$ cat config.mk
export PLATFORM = sky130hd
export DESIGN_NAME = move_to_front_lru_cache_top
export DESIGN_NICKNAME = d
export VERILOG_FILES = /design/src/hw/rtl/mtf_pkg.sv /design/src/hw/rtl/mtf_cell.sv /design/src/hw/rtl/move_to_front_lru_cache_top.sv
export SDC_FILE = /design/constraint.sdc
export NUM_CORES = 1
export LEC_CHECK = 0
export BUFFER_PORTS_ARGS = -buffer_cell sky130_fd_sc_hd__buf_2
export CAP_MARGIN = 10
export CORE_ASPECT_RATIO = 0.75
export CORE_MARGIN = 8
export CORE_UTILIZATION = 35
export CTS_CLUSTER_SIZE = 16
export DETAILED_ROUTE_END_ITERATION = 8
export SLEW_MARGIN = 15
export SYNTH_ARGS = -nofsm -noshare
export SYNTH_HDL_FRONTEND = slang
export SYNTH_SLANG_ARGS = --single-unit
$ cat constraint.sdc
create_clock -name clk -period 10.1 [get_ports clk]
set_input_delay 2.525 -clock clk [delete_from_list [all_inputs] [get_ports clk]]
set_output_delay 2.525 -clock clk [all_outputs]
set_load 0.02 [all_outputs]
$ cat src/hw/rtl/mtf_pkg.sv
// Package for the move-to-front LRU cache: sizes, cell data and cell control types.
// No dependencies; used by mtf_cell and move_to_front_lru_cache_top.
`default_nettype none

package mtf_pkg;

    localparam int CACHE_DEPTH = 16;
    localparam int KEY_W       = 32;
    localparam int VAL_W       = 32;

    // One slot as it moves along the chain.
    typedef struct packed {
        logic             valid;
        logic [KEY_W-1:0] key;
        logic [VAL_W-1:0] value;
    } cell_data_t;

    // Per-cell control from the sequencer.
    typedef struct packed {
        logic cmp_en;    // capture match against the broadcast key
        logic shift_en;  // load from the neighbor in front
    } cell_ctl_t;

endpackage

`default_nettype wire

$ cat src/hw/rtl/mtf_cell.sv
// One slot of the recency chain: valid/key/value registers plus a match flag.
// Depends on mtf_pkg.
`default_nettype none

module mtf_cell (
    input  wire logic                          clk,
    input  wire logic                          rst_n,
    input  wire mtf_pkg::cell_ctl_t            ctl,
    input  wire logic [mtf_pkg::KEY_W-1:0]     cmp_key,
    input  wire mtf_pkg::cell_data_t           prev_data,
    output mtf_pkg::cell_data_t                data,
    output logic                               match
);

    logic                      valid_reg;
    logic [mtf_pkg::KEY_W-1:0] key_reg;
    logic [mtf_pkg::VAL_W-1:0] value_reg;
    logic                      match_reg;

    always_ff @(posedge clk or negedge rst_n)
    begin
        if (!rst_n)
        begin
            valid_reg <= 1'b0;
            match_reg <= 1'b0;
        end
        else
        begin
            if (ctl.shift_en)
            begin
                valid_reg <= prev_data.valid;
            end
            if (ctl.cmp_en)
            begin
                match_reg <= valid_reg && (key_reg == cmp_key);
            end
        end
    end

    // payload: no reset
    always_ff @(posedge clk)
    begin
        if (ctl.shift_en)
        begin
            key_reg   <= prev_data.key;
            value_reg <= prev_data.value;
        end
    end

    assign data.valid = valid_reg;
    assign data.key   = key_reg;
    assign data.value = value_reg;
    assign match      = match_reg;

endmodule

`default_nettype wire

$ cat src/hw/rtl/move_to_front_lru_cache_top.sv
// Top level of the move-to-front LRU cache: sequencer, front-slot select and a chain of cells.
// Depends on mtf_pkg and mtf_cell.
//
//  channel   | signals                                   | transfer
//  ----------+-------------------------------------------+-------------------------------
//  command   | start, mode, key, entry_value, busy       | edge with start=1, busy=0
//  result    | done, hit, found_value, released,         | edge ending the cycle done=1
//            | released_value                            |
//
// At the accepting edge every cell compares its key with the key port and registers a
// match flag. In the next cycle the first match is picked, the chain shifts by one
// toward the back up to that slot (or fully on an insert miss), and the result is
// registered; done is high in the following cycle, when busy is low again, so a new
// command can be taken while the result is shown.
// Reset clears all valid flags; keys and values are only looked at for valid slots.
// Results cannot be stalled: each is shown for one cycle only.
`default_nettype none

module move_to_front_lru_cache_top (
    input  wire logic                          clk,
    input  wire logic                          rst_n,
    input  wire logic                          start,
    output logic                               busy,
    input  wire logic                          mode,
    input  wire logic [mtf_pkg::KEY_W-1:0]     key,
    input  wire logic [mtf_pkg::VAL_W-1:0]     entry_value,
    output logic                               done,
    output logic                               hit,
    output logic [mtf_pkg::VAL_W-1:0]          found_value,
    output logic                               released,
    output logic [mtf_pkg::VAL_W-1:0]          released_value
);

    localparam int D = mtf_pkg::CACHE_DEPTH;

    typedef enum logic {
        ST_IDLE,
        ST_UPDATE
    } state_t;

    state_t                    state_reg;
    logic                      busy_reg;
    logic                      done_reg;
    logic                      hit_reg;
    logic [mtf_pkg::VAL_W-1:0] found_reg;
    logic                      released_reg;
    logic [mtf_pkg::VAL_W-1:0] released_value_reg;

    // command held for the update cycle
    logic                      mode_reg;
    logic [mtf_pkg::KEY_W-1:0] key_reg;
    logic [mtf_pkg::VAL_W-1:0] value_reg;

    logic                      accept;
    logic                      upd;

    mtf_pkg::cell_data_t       cell_data [D];
    mtf_pkg::cell_ctl_t        cell_ctl  [D];
    logic [D-1:0]              match;
    logic [D-1:0]              below;    // some match at a lower index
    logic [D-1:0]              sel;      // first match, one-hot
    logic                      any_hit;
    logic [mtf_pkg::VAL_W-1:0] sel_value;
    mtf_pkg::cell_data_t       front_data;
    logic                      rel_next;
    logic [mtf_pkg::VAL_W-1:0] rel_value_next;

    function automatic logic [D-1:0] low_mask(input int n);
        logic [D-1:0] m;
        for (int j = 0; j < D; j++)
        begin
            m[j] = (j < n);
        end
        return m;
    endfunction

    assign accept = start && !busy_reg;
    assign upd    = (state_reg == ST_UPDATE);

    // first-match select, lowest index wins
    always_comb
    begin
        for (int i = 0; i < D; i++)
        begin
            below[i] = |(match & low_mask(i));
            sel[i]   = match[i] && !below[i];
        end
    end

    assign any_hit = |match;

    always_comb
    begin
        sel_value = '0;
        for (int i = 0; i < D; i++)
        begin
            sel_value = sel_value | (sel[i] ? cell_data[i].value : '0);
        end
    end

    // new front slot: the hit slot moved up, or the inserted entry; key equals key_reg
    assign front_data.valid = 1'b1;
    assign front_data.key   = key_reg;
    assign front_data.value = mode_reg ? value_reg : sel_value;

    always_comb
    begin
        for (int i = 0; i < D; i++)
        begin
            cell_ctl[i].cmp_en   = accept;
            cell_ctl[i].shift_en = upd && (any_hit ? !below[i] : mode_reg);
        end
    end

    always_comb
    begin
        rel_next       = 1'b0;
        rel_value_next = '0;
        if (mode_reg)
        begin
            if (any_hit)
            begin
                rel_next       = 1'b1;
                rel_value_next = sel_value;
            end
            else if (cell_data[D-1].valid)
            begin
                rel_next       = 1'b1;
                rel_value_next = cell_data[D-1].value;
            end
        end
    end

    for (genvar g = 0; g < D; g++)
    begin : g_cell
        mtf_cell u_cell (
            .clk       (clk),
            .rst_n     (rst_n),
            .ctl       (cell_ctl[g]),
            .cmp_key   (key),
            .prev_data ((g == 0) ? front_data : cell_data[(g == 0) ? 0 : g - 1]),
            .data      (cell_data[g]),
            .match     (match[g])
        );
    end

    always_ff @(posedge clk or negedge rst_n)
    begin
        if (!rst_n)
        begin
            state_reg          <= ST_IDLE;
            busy_reg           <= 1'b0;
            done_reg           <= 1'b0;
            hit_reg            <= 1'b0;
            found_reg          <= '0;
            released_reg       <= 1'b0;
            released_value_reg <= '0;
        end
        else
        begin
            done_reg <= 1'b0;
            case (state_reg)
                ST_IDLE:
                begin
                    if (accept)
                    begin
                        state_reg <= ST_UPDATE;
                        busy_reg  <= 1'b1;
                    end
                end
                ST_UPDATE:
                begin
                    state_reg          <= ST_IDLE;
                    busy_reg           <= 1'b0;
                    done_reg           <= 1'b1;
                    hit_reg            <= any_hit;
                    found_reg          <= sel_value;
                    released_reg       <= rel_next;
                    released_value_reg <= rel_value_next;
                end
                default:
                begin
                    state_reg <= ST_IDLE;
                    busy_reg  <= 1'b0;
                end
            endcase
        end
    end

    always_ff @(posedge clk)
    begin
        if (accept)
        begin
            mode_reg  <= mode;
            key_reg   <= key;
            value_reg <= entry_value;
        end
    end

    assign busy           = busy_reg;
    assign done           = done_reg;
    assign hit            = hit_reg;
    assign found_value    = found_reg;
    assign released       = released_reg;
    assign released_value = released_value_reg;

    // keys stay unique, so at most one slot matches
    a_unique_match: assert property (@(posedge clk) disable iff (!rst_n)
        upd |-> $onehot0(match))
        else $error("more than one slot matched");

    a_busy_state: assert property (@(posedge clk) disable iff (!rst_n)
        busy_reg == upd)
        else $error("busy out of step with sequencer");

    a_two_cycle: assert property (@(posedge clk) disable iff (!rst_n)
        accept |=> busy_reg ##1 (done_reg && !busy_reg))
        else $error("command did not complete in two cycles");

    a_zero_on_miss: assert property (@(posedge clk) disable iff (!rst_n)
        done_reg |-> ((hit_reg || found_reg == '0) &&
                      (released_reg || released_value_reg == '0)))
        else $error("value shown without its flag");

    a_lookup_no_release: assert property (@(posedge clk) disable iff (!rst_n)
        (upd && !mode_reg) |=> !released_reg)
        else $error("lookup released a value");

endmodule

`default_nettype wire
==> metrics.md <==
| Metric | Value |
|---|---|
| Die Y | `~340 µm` |
| Share of the synthesized area in the top cell type | `about 70%` |
| Port Buffers | `135` |
| Total I/O pin count | `between 100 and 150` |
| Final Routed Wirelength | `approximately 130000 µm` |
| Vias per cell | `~5.3` |
| Post-DP HPWL | `between 80000 and 90000 µm` |
| CTS Sinks | `approximately 1.2k` |
| Vias | `around 26k` |
| Total GRT Usage | `roughly 17%` |
| Syn_nets | `a little over 3k` |
| Core Area | `136000 µm²` |
| RSZ-0062 raised after global routing | `no` |
| Clock power share | `between 30 and 40%` |
| CTS tree | `done` |
| Final routed DRC violation total | `0` |
| Multi-input logic area | `11800 µm²` |
| Critical Path End Type | `flop` |
| Fillers | `approximately 12k` |
| Sw Share | `a little under a quarter` |
| Worst hold start | `key_reg[4]` |
| Row cnt | `approximately 120` |
| Synth Flop Type | `edfxtp_1` |
| Gate Count Post-Synth | `~3k` |
| Vias in the first global route | `roughly 27k` |
| Leakage | `approximately 0.018 µW` |
| Setup_tns | `0 ns` |
| Int Pwr | `about 8100 µW` |
| Synthesis-stage register bit count | `between 1k and 1.5k` |
| Worst reg2reg path depth | `6` |
| Post-Syn Area per Cell | `between 15 and 20 µm²` |
| Crit path kind | `reg -> reg` |
| Synth async-reset ratio | `8.49%` |
| Run status | `finished, final reports clean` |
| Mapped Area | `47800 µm²` |
| NumNets Final | `approximately 3.2k` |
| Min Tclk post-route | `a little over 5 ns` |
| ANT cells | `0` |
| Max-slew violation count | `0` |
| Worst R2R Setup Slack | `between 5 and 6 ns` |
| Skew final | `0.0652 ns` |
| Critical path peak fanout | `34` |
| Hold path endpoint | `g_cell[0].u_cell.key_reg[4]` |
| Post-DP Area | `50500 µm²` |
| Synth area leader | `edfxtp_1` |
| Die Width | `roughly 440 µm` |
| Pwr Density | `between 150 and 200 nW/µm²` |
| Hold Path Class | `reg -> reg` |
| Starting Density | `roughly a third` |
| Fin crit share | `between 50 and 60%` |
| First-pass GRT wire length | `approximately 190000 µm` |
| CP Launch Type | `flop` |
| Origin of the worst setup path | `g_cell[0].u_cell.match` |
| Die area | `between 100000 and 150000 µm²` |
| Top post-synthesis cells by area | `edfxtp_1 68%, xor2_1 6.7%, dfrtp_1 5.3%` |
| Pre-CTS worst setup slack | `4.97 ns` |
| Initial antenna violation count | `2` |
| Synth unique cells | `65` |
| Avg WL per Cell | `about 25 µm` |
| Worst-Skew Late Latency | `roughly 0.76 ns` |
| Layout cells sized above 1 | `roughly an eighth` |
| Hold depth | `0` |
| Post-synthesis sequential area ratio | `about three quarters` |
| Critical Path RT | `between 10 and 15 ns` |
| Worst relative slew slack | `29.7%` |
| Final Hold Vio Count | `0` |
| Final ANT Viol Nets | `0` |
| PnR worst setup slack | `5.01 ns` |
| Postcts setup bufs | `0` |
| Inserted Clock Buffers | `between 100 and 150` |
| WP data arrival | `about 5.5 ns` |
| Placer Congestion | `about 0.8` |
| Fmax | `0.196 GHz` |
| Initial DRC count | `2399` |
| Clock Tree Root | `clkbuf_16` |
| Max VDD drop | `~0.16 mV` |
| Net Sw Power | `2550 µW` |
| Clock slew at reported path FFs | `roughly 0.06 ns` |
| CTS H-tree depth | `3` |
| Final setup viols | `0` |
| R2r startpoint | `g_cell[0].u_cell.match` |
| Sequential cell area | `approximately 35000 µm²` |
| Sequential Power Share | `54.0%` |
| Final Cell Area | `54200 µm²` |
| P&R area growth vs syn | `13.5%` |
| Hold Buf Count CTS | `0` |
| Most common cell after layout, fill and taps aside | `edfxtp_1` |
| First drt pass iteration count | `5` |
| Worst-Margin Slew | `between 1 and 1.5 ns` |
| Aggregate global routing overflow | `0` |
| CTS resizes | `0` |
| Reg2Reg Capture Point | `g_cell[13].u_cell.value_reg[30]` |
| Largest net degree at the start of global routing | `75` |
| Warnings from Yosys | `0` |
| Post-synth EDFFs | `1089` |
| CTS Buffer Depth | `3` |
| Most frequent cells in the layout | `1089 x edfxtp_1, 365 x xor2_1, 147 x nand2_1, 147 x xnor2_1, 134 x buf_2` |
| # Max-Cap Violations | `0` |
| Comb pwr share | `about 6.3%` |
==> power by group through the flow <==
stage	clock [µW]	sequential [µW]	combinational [µW]
6_report	4230	5760	675
5_1_grt	4490	5780	732
4_1_cts	4310	5760	690
3_5_place_dp	0	5860	688
3_3_place_gp	0	5860	685
2_1_floorplan	0	5900	320
==> synth_stat cells, types with 4 or more instances <==
cell and number:
edfxtp_1 1089, xor2_1 365, nand2_1 147, xnor2_1 147, clkbuf_1 145, nor2_1 128, nor4_1 108, dfrtp_1 101
a21oi_1 78, nand3b_1 71, nand4_1 66, a31oi_1 63, inv_1 31, a22o_1 30, a211oi_1 29, nor2b_1 28
a22oi_1 25, a41oi_1 24, nor4b_1 21, nor3_1 20, buf_1 19, o21ai_1 19, a2111o_1 18, a221oi_1 18
a2bb2oi_1 18, a22o_4 17, a222oi_1 16, o22ai_1 15, o2bb2ai_1 14, and3b_1 12, o21ai_0 12, buf_2 11
mux2_1 11, mux2_2 11, a21boi_0 7, a221o_1 7, o2111ai_1 6, a21o_1 5, nor4bb_1 5, o221ai_1 5
a21oi_2 4, buf_6 4, nand3_1 4, nor4_4 4
==> cell type report <==
cell class              instances  area share, %
flip-flops and latches       1190           65.0
clock buffers                 150           5.67
inverters                      33          0.235
clock inverters                68           1.09
well taps                    1785           4.12
repair buffers                195           2.09
multi-input cells            1607           21.8
==> kinds of logic (layout without fill, tap and decap cells) <==
| kind of cell | count (synthesis) | count (layout) | synth area share, % |
|---|---|---|---|
| buffers and inverters | 212 | 446 | 1.76 |
| and+or+nand+nor | 634 | 634 | 7.44 |
| DFF | 1190 | 1190 | 73.8 |
| xor gates and xnor gates | 512 | 512 | 9.39 |
| muxes | 22 | 22 | 0.519 |
| AOI/OAI and AO/OA | 439 | 439 | 7.12 |
==> through the flow <==
step,hold slack [ns],std cells,util [%],power (µW)
floorplan,0.352,3009,-,6220
global placement,0.400,4810,37.3,6540
detailed placement,0.405,4810,37.3,6550
CTS,0.357,5028,40.0,10800
global route,0.383,5028,40.0,11000
finish,0.362,5028,40.0,10700
==> layer usage <==
metal	GRT usage, %	wire length, µm	vias up	share of wire [%]
li1	-	-	11821	-
met3	3.29	8680	183	6.8
met5	0	0	-	0
met1	23.7	58200	13501	45
met2	26.4	57800	947	45
met4	4.87	3420	0	2.7
==> worst max path at each step <==
stage | depth (start not counted) | end | slack (ns)
finish | 6 | g_cell[13].u_cell.value_reg[30] | 5.01
global route | 6 | g_cell[13].u_cell.value_reg[25] | 4.82
CTS | 6 | g_cell[13].u_cell.value_reg[25] | 5.00
detailed placement | 8 | g_cell[0].u_cell.match | 4.97
global placement | 8 | g_cell[0].u_cell.match | 5.04
floorplan | 6 | g_cell[11].u_cell.valid_reg | 1.62
==> critical path: stages, from the launching register on <==
cell	delay (ns)
dfrtp_1	0.36
buf_4	0.29
or4_4	0.89
nor2_1	0.88
nand3_1	0.58
nor2_4	0.95
buf_4	0.68
No activity file was read; power rests on OpenSTA's default activity.
